### config.mk
export PLATFORM = sky130hd
export DESIGN_NAME = sync_length_frame_deframer_cmd_flat
export DESIGN_NICKNAME = d
export VERILOG_FILES = /design/src/hdl/slfd_pkg.sv /design/src/hdl/slfd_rx_if.sv /design/src/hdl/slfd_res_if.sv /design/src/hdl/slfd_cfg.sv /design/src/hdl/slfd_parser.sv /design/src/hdl/slfd_out_stage.sv /design/src/hdl/sync_length_frame_deframer_cmd.sv /design/src/flat_wrapper.sv
export VERILOG_INCLUDE_DIRS = /design/src /design/src/hdl
export SDC_FILE = /design/constraint.sdc
export NUM_CORES = 1
export LEC_CHECK = 0
export ABC_AREA = 1
export BUFFER_PORTS_ARGS = -buffer_cell sky130_fd_sc_hd__buf_2
export CORE_ASPECT_RATIO = 1.1
export CORE_MARGIN = 4
export CORE_UTILIZATION = 55
export DETAILED_ROUTE_END_ITERATION = 8
export HOLD_SLACK_MARGIN = 0.06
export PLACE_DENSITY = 0.8
export RECOVER_POWER = 100
export SYNTH_ARGS = -nofsm -noshare
export SYNTH_HDL_FRONTEND = slang
export SYNTH_SLANG_ARGS = --single-unit
### constraint.sdc
create_clock -name clk -period 3.9 [get_ports clk]
set_input_delay 0.585 -clock clk [delete_from_list [all_inputs] [get_ports clk]]
set_output_delay 0.585 -clock clk [all_outputs]
set_load 0.02 [all_outputs]
### src/hdl/assert_macros.svh
// Assertion macros shared by the RTL of the frame deframer.
// Included by files that carry concurrent assertions; depends on nothing.
`ifndef ASSERT_MACROS_SVH
`define ASSERT_MACROS_SVH

// Same-cycle implication, checked outside reset.
`define ASSERT_IMPLIES(label, clk, rst, ante, cons) \
  label: assert property (@(posedge clk) disable iff (rst) (ante) |-> (cons)) \
    else $error("assertion failed: same-cycle implication");

// Next-cycle implication, checked outside reset.
`define ASSERT_NEXT(label, clk, rst, ante, cons) \
  label: assert property (@(posedge clk) disable iff (rst) (ante) |=> (cons)) \
    else $error("assertion failed: next-cycle implication");

`endif

### src/hdl/slfd_pkg.sv
// Package of the sync/length frame deframer: result type, kind codes and
// frame constants. Depends on nothing.
`default_nettype none

package slfd_pkg;

  // Result kinds.
  localparam logic [2:0] KIND_PAYLOAD    = 3'd0;
  localparam logic [2:0] KIND_FORWARD    = 3'd1;
  localparam logic [2:0] KIND_BLE_LISTEN = 3'd2;
  localparam logic [2:0] KIND_BLE_TIMED  = 3'd3;
  localparam logic [2:0] KIND_FAST_MODE  = 3'd4;

  // Frame delimiters and command bytes.
  localparam logic [7:0] SYNC_FIRST   = 8'd29;
  localparam logic [7:0] SYNC_SECOND  = 8'd115;
  localparam logic [7:0] CMD_HIGH     = 8'd177;
  localparam logic [7:0] CMD_LOW      = 8'd103;
  localparam logic [7:0] CMD_LISTEN   = 8'd39;
  localparam logic [7:0] CMD_TIMED_LO = 8'd40;
  localparam logic [7:0] CMD_TIMED_HI = 8'd42;

  localparam logic [5:0] BLE_CH_FIRST = 6'd37;

  localparam logic [15:0] LENGTH_LIMIT_RESET = 16'd256;

  // Register index of the length limit.
  localparam logic REG_LENGTH_LIMIT = 1'b0;

  typedef struct packed {
    logic [2:0] kind;
    logic [7:0] data_byte;
    logic [7:0] byte_index;
    logic [7:0] frame_length;
    logic [8:0] reply_length;
    logic       ble_listen;
    logic       timestamped;
    logic [5:0] ble_channel;
  } result_t;

endpackage

`default_nettype wire

### src/hdl/slfd_rx_if.sv
// Receive byte channel: valid/ready handshake carrying one serial byte.
// Depends on nothing.
`default_nettype none

interface slfd_rx_if;
  logic       valid;
  logic       ready;
  logic [7:0] rx_byte;

  modport source (output valid, output rx_byte, input ready);
  modport sink (input valid, input rx_byte, output ready);
endinterface

`default_nettype wire

### src/hdl/slfd_res_if.sv
// Result channel: valid/ready handshake carrying one parsed result.
// Depends on nothing.
`default_nettype none

interface slfd_res_if;
  logic       valid;
  logic       ready;
  logic [2:0] kind;
  logic [7:0] data_byte;
  logic [7:0] byte_index;
  logic [7:0] frame_length;
  logic [8:0] reply_length;
  logic       ble_listen;
  logic       timestamped;
  logic [5:0] ble_channel;

  modport source (output valid, output kind, output data_byte, output byte_index,
                  output frame_length, output reply_length, output ble_listen,
                  output timestamped, output ble_channel, input ready);
  modport sink (input valid, input kind, input data_byte, input byte_index,
                input frame_length, input reply_length, input ble_listen,
                input timestamped, input ble_channel, output ready);
endinterface

`default_nettype wire

### src/hdl/slfd_cfg.sv
// APB-style register port holding the length limit.
// Depends on slfd_pkg.
`default_nettype none

module slfd_cfg (
  input  wire logic        clk,
  input  wire logic        rst,
  input  wire logic        psel,
  input  wire logic        penable,
  input  wire logic        pwrite,
  input  wire logic [2:0]  paddr,
  input  wire logic [31:0] pwdata,
  output logic [31:0]      prdata,
  output logic             pready,
  output logic [15:0]      length_limit
);

  logic reg_write;

  assign pready    = 1'b1;
  assign reg_write = psel && penable && pwrite && (paddr[2] == slfd_pkg::REG_LENGTH_LIMIT);

  always_ff @(posedge clk) begin
    if (rst) begin
      length_limit <= slfd_pkg::LENGTH_LIMIT_RESET;
    end else if (reg_write) begin
      length_limit <= pwdata[15:0];
    end
  end

  always_comb begin
    prdata = 32'd0;
    if (paddr[2] == slfd_pkg::REG_LENGTH_LIMIT) begin
      prdata = {16'd0, length_limit};
    end
  end

endmodule

`default_nettype wire

### src/hdl/slfd_parser.sv
// Frame parser: sync hunt, length check, payload indexing and command
// classification, one byte per accepted request. Depends on slfd_pkg.
`default_nettype none

module slfd_parser (
  input  wire logic              clk,
  input  wire logic              rst,
  input  wire logic              take,
  input  wire logic [7:0]        rx_byte,
  input  wire logic [15:0]       length_limit,
  output logic                   res_valid,
  output slfd_pkg::result_t      res
);

  localparam logic [1:0] PH_HUNT    = 2'd0;
  localparam logic [1:0] PH_SYNC2   = 2'd1;
  localparam logic [1:0] PH_LENGTH  = 2'd2;
  localparam logic [1:0] PH_PAYLOAD = 2'd3;

  logic [1:0] phase, phase_next;
  logic [7:0] expected_length, expected_length_next;
  logic [7:0] received_count, received_count_next;
  logic [7:0] head [3];
  logic [7:0] head_next [3];
  logic       listen_mode, listen_mode_next;
  logic       timed, timed_next;
  logic [5:0] channel, channel_next;

  logic [15:0] threshold;
  logic        in_payload;
  logic        cmd_pair;
  logic [2:0]  close_kind;

  assign threshold  = (length_limit >= 16'd2) ? (length_limit - 16'd2) : 16'd0;
  assign in_payload = received_count < expected_length;
  assign cmd_pair   = (head[0] == slfd_pkg::CMD_HIGH) && (head[1] == slfd_pkg::CMD_LOW);

  always_comb begin
    phase_next           = phase;
    expected_length_next = expected_length;
    received_count_next  = received_count;
    head_next            = head;
    listen_mode_next     = listen_mode;
    timed_next           = timed;
    channel_next         = channel;
    res_valid            = 1'b0;
    close_kind           = slfd_pkg::KIND_FORWARD;
    res                  = '0;

    unique case (phase)
      PH_HUNT: begin
        if (rx_byte == slfd_pkg::SYNC_FIRST) begin
          phase_next = PH_SYNC2;
        end
      end
      PH_SYNC2: begin
        phase_next = (rx_byte == slfd_pkg::SYNC_SECOND) ? PH_LENGTH : PH_HUNT;
      end
      PH_LENGTH: begin
        if ({8'd0, rx_byte} >= threshold) begin
          expected_length_next = 8'd0;
          phase_next           = PH_HUNT;
        end else begin
          expected_length_next = rx_byte;
          received_count_next  = 8'd0;
          head_next[0]         = 8'd0;
          head_next[1]         = 8'd0;
          head_next[2]         = 8'd0;
          phase_next           = PH_PAYLOAD;
        end
      end
      PH_PAYLOAD: begin
        res_valid = 1'b1;
        if (in_payload) begin
          // Only the first three payload bytes are kept for classification.
          if (received_count < 8'd3) begin
            head_next[received_count[1:0]] = rx_byte;
          end
          received_count_next = received_count + 8'd1;
          res.kind            = slfd_pkg::KIND_PAYLOAD;
          res.data_byte       = rx_byte;
          res.byte_index      = received_count;
        end else begin
          // Closing byte: classify on the kept head bytes.
          if (cmd_pair) begin
            if (head[2] == slfd_pkg::CMD_LISTEN) begin
              close_kind       = slfd_pkg::KIND_BLE_LISTEN;
              listen_mode_next = 1'b1;
              timed_next       = 1'b0;
              channel_next     = slfd_pkg::BLE_CH_FIRST;
            end else if (head[2] >= slfd_pkg::CMD_TIMED_LO &&
                         head[2] <= slfd_pkg::CMD_TIMED_HI) begin
              close_kind       = slfd_pkg::KIND_BLE_TIMED;
              listen_mode_next = 1'b1;
              timed_next       = 1'b1;
              channel_next     = slfd_pkg::BLE_CH_FIRST
                                 + 6'(head[2] - slfd_pkg::CMD_TIMED_LO);
            end
          end else if (head[0] == slfd_pkg::CMD_LOW && head[1] == slfd_pkg::CMD_HIGH &&
                       head[2] == slfd_pkg::CMD_LISTEN) begin
            close_kind       = slfd_pkg::KIND_FAST_MODE;
            listen_mode_next = 1'b0;
            channel_next     = 6'd0;
          end
          phase_next       = PH_HUNT;
          res.kind         = close_kind;
          res.reply_length = (close_kind == slfd_pkg::KIND_FORWARD) ? 9'd0
                             : ({1'b0, expected_length} + 9'd2);
        end
      end
      default: begin
        phase_next = PH_HUNT;
      end
    endcase

    // Every result reports the mode flags as they stand after this byte.
    res.frame_length = expected_length;
    res.ble_listen   = listen_mode_next;
    res.timestamped  = timed_next;
    res.ble_channel  = channel_next;
  end

  always_ff @(posedge clk) begin
    if (rst) begin
      phase           <= PH_HUNT;
      expected_length <= 8'd0;
      received_count  <= 8'd0;
      head[0]         <= 8'd0;
      head[1]         <= 8'd0;
      head[2]         <= 8'd0;
      listen_mode     <= 1'b0;
      timed           <= 1'b0;
      channel         <= 6'd0;
    end else if (take) begin
      phase           <= phase_next;
      expected_length <= expected_length_next;
      received_count  <= received_count_next;
      head            <= head_next;
      listen_mode     <= listen_mode_next;
      timed           <= timed_next;
      channel         <= channel_next;
    end
  end

endmodule

`default_nettype wire

### src/hdl/slfd_out_stage.sv
// Output register of the deframer: holds one result until the sink takes it.
// Depends on slfd_pkg and slfd_res_if.
`default_nettype none

module slfd_out_stage (
  input  wire logic              clk,
  input  wire logic              rst,
  input  wire logic              load,
  input  wire slfd_pkg::result_t load_res,
  output logic                   free,
  slfd_res_if.source             result
);

  logic              full;
  slfd_pkg::result_t held;

  // The stage can take a new result when empty or when its content leaves now.
  assign free = !full || result.ready;

  always_ff @(posedge clk) begin
    if (rst) begin
      full <= 1'b0;
    end else if (load) begin
      full <= 1'b1;
    end else if (result.ready) begin
      full <= 1'b0;
    end
  end

  always_ff @(posedge clk) begin
    if (load) begin
      held <= load_res;
    end
  end

  assign result.valid        = full;
  assign result.kind         = held.kind;
  assign result.data_byte    = held.data_byte;
  assign result.byte_index   = held.byte_index;
  assign result.frame_length = held.frame_length;
  assign result.reply_length = held.reply_length;
  assign result.ble_listen   = held.ble_listen;
  assign result.timestamped  = held.timestamped;
  assign result.ble_channel  = held.ble_channel;

endmodule

`default_nettype wire

### src/hdl/sync_length_frame_deframer_cmd.sv
// Top level of the sync/length frame deframer with command decode.
// Depends on slfd_pkg, slfd_rx_if, slfd_res_if, slfd_cfg, slfd_parser,
// slfd_out_stage and assert_macros.svh.
//
//   Channel   Kind          Carries                               Rate
//   rx        request in    rx_byte, one serial byte              1 per cycle while ready
//   result    request out   kind, byte, index, lengths, mode      0 or 1 per byte
//   apb       register      length_limit at byte address 0        setup + access
//
// Each byte is handled at the edge that accepts it: the parser state is
// updated there, and any result lands in the output register at that edge,
// so it is visible in the cycle after acceptance. The output register is the only
// stall point: rx.ready is low only while it holds a result that is not taken.
// Reset is synchronous (rst, active high) and returns the parser to sync
// hunting with zeroed mode flags and the limit at 256; no clearing pass.
`default_nettype none
`include "assert_macros.svh"

module sync_length_frame_deframer_cmd (
  input  wire logic        clk,
  input  wire logic        rst,
  slfd_rx_if.sink          rx,
  slfd_res_if.source       result,
  input  wire logic        psel,
  input  wire logic        penable,
  input  wire logic        pwrite,
  input  wire logic [2:0]  paddr,
  input  wire logic [31:0] pwdata,
  output logic [31:0]      prdata,
  output logic             pready
);

  logic              stage_free;
  logic              accept;
  logic              res_valid;
  logic              push;
  logic [15:0]       length_limit;
  slfd_pkg::result_t res;

  // A byte is accepted whenever the output register can absorb a possible
  // result in the same edge; bytes that yield nothing are taken alike.
  assign rx.ready = stage_free;
  assign accept   = rx.valid && rx.ready;
  assign push     = accept && res_valid;

  slfd_cfg u_cfg (
    .clk          (clk),
    .rst          (rst),
    .psel         (psel),
    .penable      (penable),
    .pwrite       (pwrite),
    .paddr        (paddr),
    .pwdata       (pwdata),
    .prdata       (prdata),
    .pready       (pready),
    .length_limit (length_limit)
  );

  // Parser: sync hunt, length screening, payload indexing and the
  // classification of the closing byte; its result is combinational.
  slfd_parser u_parser (
    .clk          (clk),
    .rst          (rst),
    .take         (accept),
    .rx_byte      (rx.rx_byte),
    .length_limit (length_limit),
    .res_valid    (res_valid),
    .res          (res)
  );

  // Output register that decouples the result sink from the byte source.
  slfd_out_stage u_out (
    .clk      (clk),
    .rst      (rst),
    .load     (push),
    .load_res (res),
    .free     (stage_free),
    .result   (result)
  );

  // An accepted byte never finds the output register full and stalled.
  `ASSERT_IMPLIES(a_no_overrun, clk, rst, accept, (!result.valid || result.ready))
  // A pushed result shows up on the port in the next cycle with its kind.
  `ASSERT_NEXT(a_push_visible, clk, rst, push, (result.valid && result.kind == $past(res.kind)))
  // Command results carry a reply length of the frame length plus two.
  `ASSERT_IMPLIES(a_reply_len, clk, rst,
    (result.valid && result.kind != slfd_pkg::KIND_PAYLOAD &&
     result.kind != slfd_pkg::KIND_FORWARD),
    (result.reply_length == 9'(result.frame_length) + 9'd2))

endmodule

`default_nettype wire

### src/flat_wrapper.sv
// flat-port wrapper written by rule: the top's interface ports become plain ports
module sync_length_frame_deframer_cmd_flat 
  (clk, rst, psel, penable, pwrite, paddr, pwdata, prdata, pready, rx_valid, rx_rx_byte, rx_ready, result_valid, result_kind, result_data_byte, result_byte_index, result_frame_length, result_reply_length, result_ble_listen, result_timestamped, result_ble_channel, result_ready);
  slfd_rx_if rx_i ();
  slfd_res_if result_i ();
  input  wire logic clk;
  input  wire logic rst;
  input  wire logic psel;
  input  wire logic penable;
  input  wire logic pwrite;
  input  wire logic [2:0] paddr;
  input  wire logic [31:0] pwdata;
  output logic [31:0] prdata;
  output logic pready;
  input wire logic [$bits(rx_i.valid)-1:0] rx_valid;
  input wire logic [$bits(rx_i.rx_byte)-1:0] rx_rx_byte;
  output wire logic [$bits(rx_i.ready)-1:0] rx_ready;
  output wire logic [$bits(result_i.valid)-1:0] result_valid;
  output wire logic [$bits(result_i.kind)-1:0] result_kind;
  output wire logic [$bits(result_i.data_byte)-1:0] result_data_byte;
  output wire logic [$bits(result_i.byte_index)-1:0] result_byte_index;
  output wire logic [$bits(result_i.frame_length)-1:0] result_frame_length;
  output wire logic [$bits(result_i.reply_length)-1:0] result_reply_length;
  output wire logic [$bits(result_i.ble_listen)-1:0] result_ble_listen;
  output wire logic [$bits(result_i.timestamped)-1:0] result_timestamped;
  output wire logic [$bits(result_i.ble_channel)-1:0] result_ble_channel;
  input wire logic [$bits(result_i.ready)-1:0] result_ready;
  assign rx_i.valid = rx_valid;
  assign rx_i.rx_byte = rx_rx_byte;
  assign rx_ready = rx_i.ready;
  assign result_valid = result_i.valid;
  assign result_kind = result_i.kind;
  assign result_data_byte = result_i.data_byte;
  assign result_byte_index = result_i.byte_index;
  assign result_frame_length = result_i.frame_length;
  assign result_reply_length = result_i.reply_length;
  assign result_ble_listen = result_i.ble_listen;
  assign result_timestamped = result_i.timestamped;
  assign result_ble_channel = result_i.ble_channel;
  assign result_i.ready = result_ready;
  sync_length_frame_deframer_cmd u_core (.clk(clk), .rst(rst), .rx(rx_i), .result(result_i), .psel(psel), .penable(penable), .pwrite(pwrite), .paddr(paddr), .pwdata(pwdata), .prdata(prdata), .pready(pready));
endmodule
==> flow_metrics.py, run 1 <==
metrics = {
    "detailed_routing": {
        "ant_nets": 0,
        "vias": 4916,
        "first_pass_iters": 4,
        "drcViolationCount": 0,
        "drt_iter0_markers": 295,
        "wire_per_inst_um": 12.4,
        "vias_per_cell": 4.96,
        "drt-total-wl_um": 12300,
    },
    "global_route": {
        "grt_max_degree": 45,
        "grt_usage_pct": 19.9,
        "grt_pass1_wl_um": 20800,
        "grt_overflow": 0,
        "grt_pass1_vias": 4539,
        "antenna_found_initial": 0,
    },
    "layout": {
        "stdcell_count": 991,
        "antenna_cells": 0,
        "final.fill_count": 996,
        "nets": 912,
        "final_common_cell": "nand2_1",
        "area_growth_pct": 9.70,
        "mostFrequentLayoutCells": "nand2_1, inv_1, nor2_1",
        "multi_input_area_mm2": 0.00276,
        "seqCellArea_mm2": 0.00266,
        "drive_gt1_share_pct": 12.2,
    },
    "placed_design": {
        "dp_slack_ns": 1.11,
        "gp_congestion": 0.848,
        "placedCellCount": 975,
        "port-buffer-count": 93,
        "dpl.hpwl_um": 9240,
    },
    "floorplan": {
        "start_util_pct": 56.1,
        "die_x_um": 108,
        "die_h_um": 118,
        "dieArea_mm2": 0.0128,
        "core_mm2": 0.0109,
        "rows": 40,
        "ioPinCount": 129,
    },
    "yosys": {
        "syn_area_per_cell_um2": 8.07,
        "synth_seq_cells": 111,
        "synth-compound-area-share_pct": 11.9,
        "synth_mux_area_share_pct": 0,
        "synthSimpleGateAreaFrac_pct": 28.5,
        "synthDistinctLibCells": 41,
        "synth_xor_area_share_pct": 1.15,
        "yosysWarnings": 0,
        "synthAdderAreaFrac_pct": 4.73,
        "synth-seq-area-share_pct": 43.7,
        "syn_area_mm2": 0.00609,
        "synth_top_family_by_area": "simple AND/OR/NAND/NOR gates",
        "synth_cells": 754,
    },
    "clocking": {
        "cts_hold_buf": 0,
        "clk_path_buf_depth": 2,
        "numCtsBuffers": 9,
        "clock-sinks": 111,
        "cts.clk_slew.worst_paths_ns": 0.07,
        "htree_num_levels": 3,
        "post_cts_buffers": 0,
        "post_cts_resized": 0,
        "tritoncts": "built",
        "clk_latency_ns": 0.36,
        "root_buffer": "clkbuf_16",
    },
    "sta": {
        "tightest_slew_ns": 1.60,
        "tns_ns": 0,
        "finalHoldViolations": 0,
        "rsz0062_at_grt": "false",
        "slew_headroom_pct": -6.38,
        "hold_slack_ns": 0.440,
        "fin_ws_ns": 0.735,
        "drv_slew": 34,
        "setup_viol": 0,
        "clock_skew_ns": 0.00873,
        "period_needed_ns": 3.16,
        "max_freq_mhz": 316,
        "fin_crit_sh_pct": 81.1,
    },
    "critical_path": {
        "crit_fanout": 33,
        "rrSetupSlack_ns": 0.74,
        "required_ns": 3.86,
        "worstSetupPathType": "register to register",
        "cp.arrival_ns": 3.12,
        "worstRegToRegCells": 3,
        "r2r-end": "u_core.u_out.result.byte_index[0]",
        "setup.worst_path.start_class": "register",
        "setup.worst_path.end_class": "register",
        "crit-reg2reg-launch": "u_core.u_parser.phase[0]",
    },
    "pwr": {
        "p_per_area_mw_per_mm2": 344,
        "peakVddDrop_mv": 0.183,
        "total_leakage_power_nw": 2.65,
    },
    "outcome": {
        "status": "finished, violations left",
        "violations": "capacitance limit, slew limit",
    },
    "min_path": {
        "min_from": "pwdata[8]",
        "holdPathStages": 3,
        "hold_class": "primary input to register",
        "holdPathEnd": "u_core.u_cfg.length_limit[8]",
    },
    "job": {
        "maxCapViolCount": 1,
    },
}
[synthesized netlist by cell type (all sizes together)]
| library cell | count | area, um^2 |
|---|---|---|
| nand2 | 175 | 677 |
| inv | 102 | 383 |
| nor2 | 91 | 490 |
| a21oi | 72 | 450 |
| dfxtp | 67 | 1340 |
| nand3 | 46 | 303 |
| edfxtp | 44 | 1320 |
| o21ai | 38 | 190 |
| ha | 23 | 288 |
| buf | 22 | 159 |
| clkbuf | 16 | 60.1 |
| nand4 | 13 | 106 |
| nor3 | 9 | 45.0 |
| xor2 | 8 | 70.1 |
| nor4 | 6 | 37.5 |
| or2 | 6 | 37.5 |
| nor3b | 3 | 22.5 |
| a31oi | 2 | 12.5 |
| conb | 2 | 7.51 |
| o22ai | 2 | 12.5 |
| o41ai | 2 | 36.3 |
| and3 | 1 | 6.26 |
| nand3b | 1 | 7.51 |
| o2111ai | 1 | 8.76 |
| o211ai | 1 | 7.51 |
| o21a | 1 | 7.51 |
[per-layer routing]
metal	global-route usage (%)	share of wire, %	vias to the layer above	routed length, um
li1	-	-	2593	-
met1	26.5	45	2176	5550
met2	32.7	47	127	5840
met3	2.35	5.3	20	655
met4	8.21	2.1	0	259
met5	0	0	-	0
[worst max path at each step]
stage,startpoint,to,slack (ns),depth (start not counted)
after global placement,u_core.u_parser.phase[0],u_core.u_out.result.reply_length[4],1.16,6
after floorplan,result_ready,u_core.u_out.result.ble_channel[0],0.44,5
after detailed placement,u_core.u_parser.phase[0],u_core.u_out.result.reply_length[6],1.11,6
after global routing,u_core.u_parser.phase[0],u_core.u_out.result.ble_channel[3],0.37,3
final,u_core.u_parser.phase[0],u_core.u_out.result.byte_index[0],0.74,3
after CTS,u_core.u_parser.phase[0],u_core.u_out.result.reply_length[6],1.04,6
[kinds of logic after synthesis]
logic type,after synthesis
AOI/OAI and AO/OA,119
xor gates and xnor gates,8
adders and majority gates,23
buffers and inverters,140
DFF,111
other,2
and+or+nand+nor,351
[area by class of cell]
| class | count | share of cell area [%] |
|---|---|---|
| flip-flops and latches | 111 | 39.9 |
| inverters | 102 | 5.73 |
| clock buffers | 9 | 3.37 |
| multi-input cells | 518 | 41.3 |
| well taps | 147 | 2.75 |
| repair buffers | 97 | 6.16 |
| clock inverters | 7 | 0.824 |
[worst max-delay path, cell delays in order (launching register included)]
cell	delay, ns
dfxtp_1	0.43
nand2_1	0.30
nor2_1	0.80
clkbuf_1	1.22
[flip-flops by register name (all words and copies together) (netlist names)]
| name | cells |
|---|---|
| u_core.u_out.result.byte_index | 8 |
| u_core.u_parser.phase | 2 |
| u_core.u_parser.expected_length | 8 |
| u_core.u_out.result.timestamped | 1 |
| u_core.u_out.result.ble_channel | 6 |
| u_core.u_out.result.frame_length | 8 |
| u_core.u_parser.head | 24 |
| u_core.u_parser.received_count | 8 |
| u_core.u_out.result.valid | 1 |
| u_core.u_out.result.ble_listen | 1 |
| u_core.u_out.result.kind | 3 |
| u_core.u_parser.listen_mode | 1 |
| u_core.u_cfg.length_limit | 16 |
| u_core.u_out.result.reply_length | 9 |
| u_core.u_parser.channel | 6 |
| u_core.u_out.result.data_byte | 8 |
| u_core.u_parser.timed | 1 |
[power by group]
part | switching (W) | internal [W]
Combinational | 0.000136 | 0.0000676
Clock | 0.000436 | 0.000439
Sequential | 0.00000843 | 0.00121
Total | 0.000581 | 0.00171
[metrics by stage]
step	utilization (%)	instance area, um^2	total power [W]
2_1_floorplan	-	6140	0.00142
5_1_grt	61.5	6680	0.00238
6_report	61.5	6680	0.00230
3_5_place_dp	60.9	6610	0.00146
3_3_place_gp	60.9	6610	0.00145
4_1_cts	63.5	6890	0.00231
No activity file was read; power rests on OpenSTA's default activity.
==> run 2, diff against run 1 <==
- clock period: 3.9 -> 3.15 ns (I/O delays scaled with it)
==> run 2 against run 1 <==
The run now ends clean. Sequential power up 24%. Via count up 1.0%. Sequential share of layout area shrank 0.66 points. Clock skew decreased by 0.00054 ns. Flip-flop and latch count unchanged. Register-to-register slack got worse by 0.33 ns. Non-clock buffer count grew 5.
==> flow_metrics.py, run 2 (synthesis gave the netlist of run 1 again) <==
metrics = {
    "floorplan": {
        "ioPinCount": 129,
        "start_util_pct": 56.1,
        "dieArea_mm2": 0.0128,
        "die_x_um": 108,
        "die_h_um": 118,
        "core_mm2": 0.0109,
        "rows": 40,
    },
    "sta": {
        "clock_skew_ns": 0.00819,
        "slew_headroom_pct": 40.1,
        "tightest_slew_ns": 0.899,
        "setup_viol": 0,
        "tns_ns": 0,
        "rsz0062_at_grt": "false",
        "finalHoldViolations": 0,
        "max_freq_mhz": 365,
        "period_needed_ns": 2.74,
        "fin_crit_sh_pct": 87.1,
        "drv_slew": 0,
    },
    "detailed_routing": {
        "drt-total-wl_um": 12600,
        "drcViolationCount": 0,
        "vias": 4965,
        "drt_iter0_markers": 300,
        "first_pass_iters": 5,
        "ant_nets": 0,
        "vias_per_cell": 4.98,
        "wire_per_inst_um": 12.6,
    },
    "clocking": {
        "clk_path_buf_depth": 2,
        "cts.clk_slew.worst_paths_ns": 0.07,
        "htree_num_levels": 3,
        "clock-sinks": 111,
        "cts_hold_buf": 0,
        "post_cts_resized": 0,
        "post_cts_buffers": 0,
        "clk_latency_ns": 0.35,
        "tritoncts": "built",
        "numCtsBuffers": 9,
        "root_buffer": "clkbuf_16",
    },
    "placed_design": {
        "dpl.hpwl_um": 9420,
        "gp_congestion": 0.849,
        "placedCellCount": 980,
        "port-buffer-count": 93,
    },
    "global_route": {
        "grt_pass1_vias": 4644,
        "grt_overflow": 0,
        "grt_pass1_wl_um": 21100,
        "grt_usage_pct": 20.1,
        "grt_max_degree": 44,
        "antenna_found_initial": 0,
    },
    "critical_path": {
        "slowest_delay_ns": 0.37,
        "cp.arrival_ns": 3.02,
        "critPathBufInv": 0,
        "crit_fanout": 15,
        "crit_slowest_cell": "nor2_1",
        "path_common_cell": "nand2_1",
        "worstPathCellList": "nor2_1 > nand2_1 > nor2_4 > nand2_4 > nand3_1 > ha_1 > a21oi_1 > nand2_1 > nand2_1 > nand2_1 > nand2_1 > nand2_1 > nand2_1 > nand2_1 > nand3_4 > nand2_1 > nor2_1 > nand3_1 > a21oi_1",
        "setup.worst_path.start_class": "register",
        "cp_top_family": "simple AND/OR/NAND/NOR gates",
        "worstSetupPathType": "register to register",
        "required_ns": 3.42,
        "setup.worst_path.end_class": "register",
    },
    "min_path": {
        "hold_class": "primary input to register",
    },
    "layout": {
        "largest-register": "u_core.u_parser.head",
        "mostFrequentLayoutCells": "nand2_1, inv_1, nor2_1",
        "largest_reg_flops": 24,
        "final_common_cell": "nand2_1",
        "nets": 917,
        "drive_gt1_share_pct": 12.5,
        "stdcell_count": 996,
        "antenna_cells": 0,
        "area_growth_pct": 11.5,
    },
    "outcome": {
        "status": "finished, final reports clean",
    },
    "pwr": {
        "total_power_w": 0.00306,
        "total_leakage_power_nw": 2.70,
        "peakVddDrop_mv": 0.325,
        "p_per_area_mw_per_mm2": 450,
    },
    "job": {
        "maxCapViolCount": 0,
    },
}
-- run 2: report_power, final --
part           internal (W)  total, W  switching (W)  leakage, nW
logic             0.0000845  0.000261       0.000177         1.59
registers           0.00150   0.00151      0.0000107        0.949
clock network      0.000780   0.00129       0.000511        0.164
-- run 2: layer usage --
metal / track usage [%] / vias to the layer above / share of wire [%]
met5: 0 / - / 0
li1: - / 2599 / -
met4: 6.31 / 0 / 1.5
met1: 26.1 / 2223 / 45
met2: 34.1 / 130 / 49
met3: 3.22 / 13 / 5.4
-- run 2: final timing paths --
kind | slack (ns) | endpoint | start | cells after the start
setup / recovery | 0.41 | u_core.u_parser.received_count[1] | u_core.u_cfg.length_limit[10] | 19
hold / removal | 0.35 | u_core.u_cfg.length_limit[8] | pwdata[8] | 3
setup reg to reg | 0.41 | u_core.u_parser.received_count[1] | u_core.u_cfg.length_limit[10] | 19
hold reg to reg | 0.47 | u_core.u_parser.head[7] | u_core.u_parser.head[7] | 2
-- run 2: per-stage QoR --
stage          setup slack, ns  instance area (um^2)  util, %  hold slack [ns]
6_report                 0.407                  6790     62.5            0.347
5_1_grt                  0.107                  6790     62.5            0.362
4_1_cts                  0.401                  6990     64.4            0.339
3_5_place_dp             0.429                  6650     61.2            0.457
3_3_place_gp             0.484                  6650     61.2            0.460
2_1_floorplan            0.533                  6150        -            0.430
-- run 2: final cells by class --
cell class                      count  area [um^2]
Sequential cell                   111         2660
Inverter                          102          383
Clock inverter                      7          119
Multi-Input combinational cell    518         2780
Fill cell                         996         4070
Timing Repair Buffer              102          437
Tap cell                          147          184
Clock buffer                        9          225
-- run 2: worst register-to-register path: cells and delay by family, from the launching register on --
kind,cells,cell delay [ns]
flip-flops,1,0.35
adder cells (fa/ha/maj),1,0.24
AO/OA/AOI/OAI,2,0.28
AND/OR/NAND/NOR,16,1.80
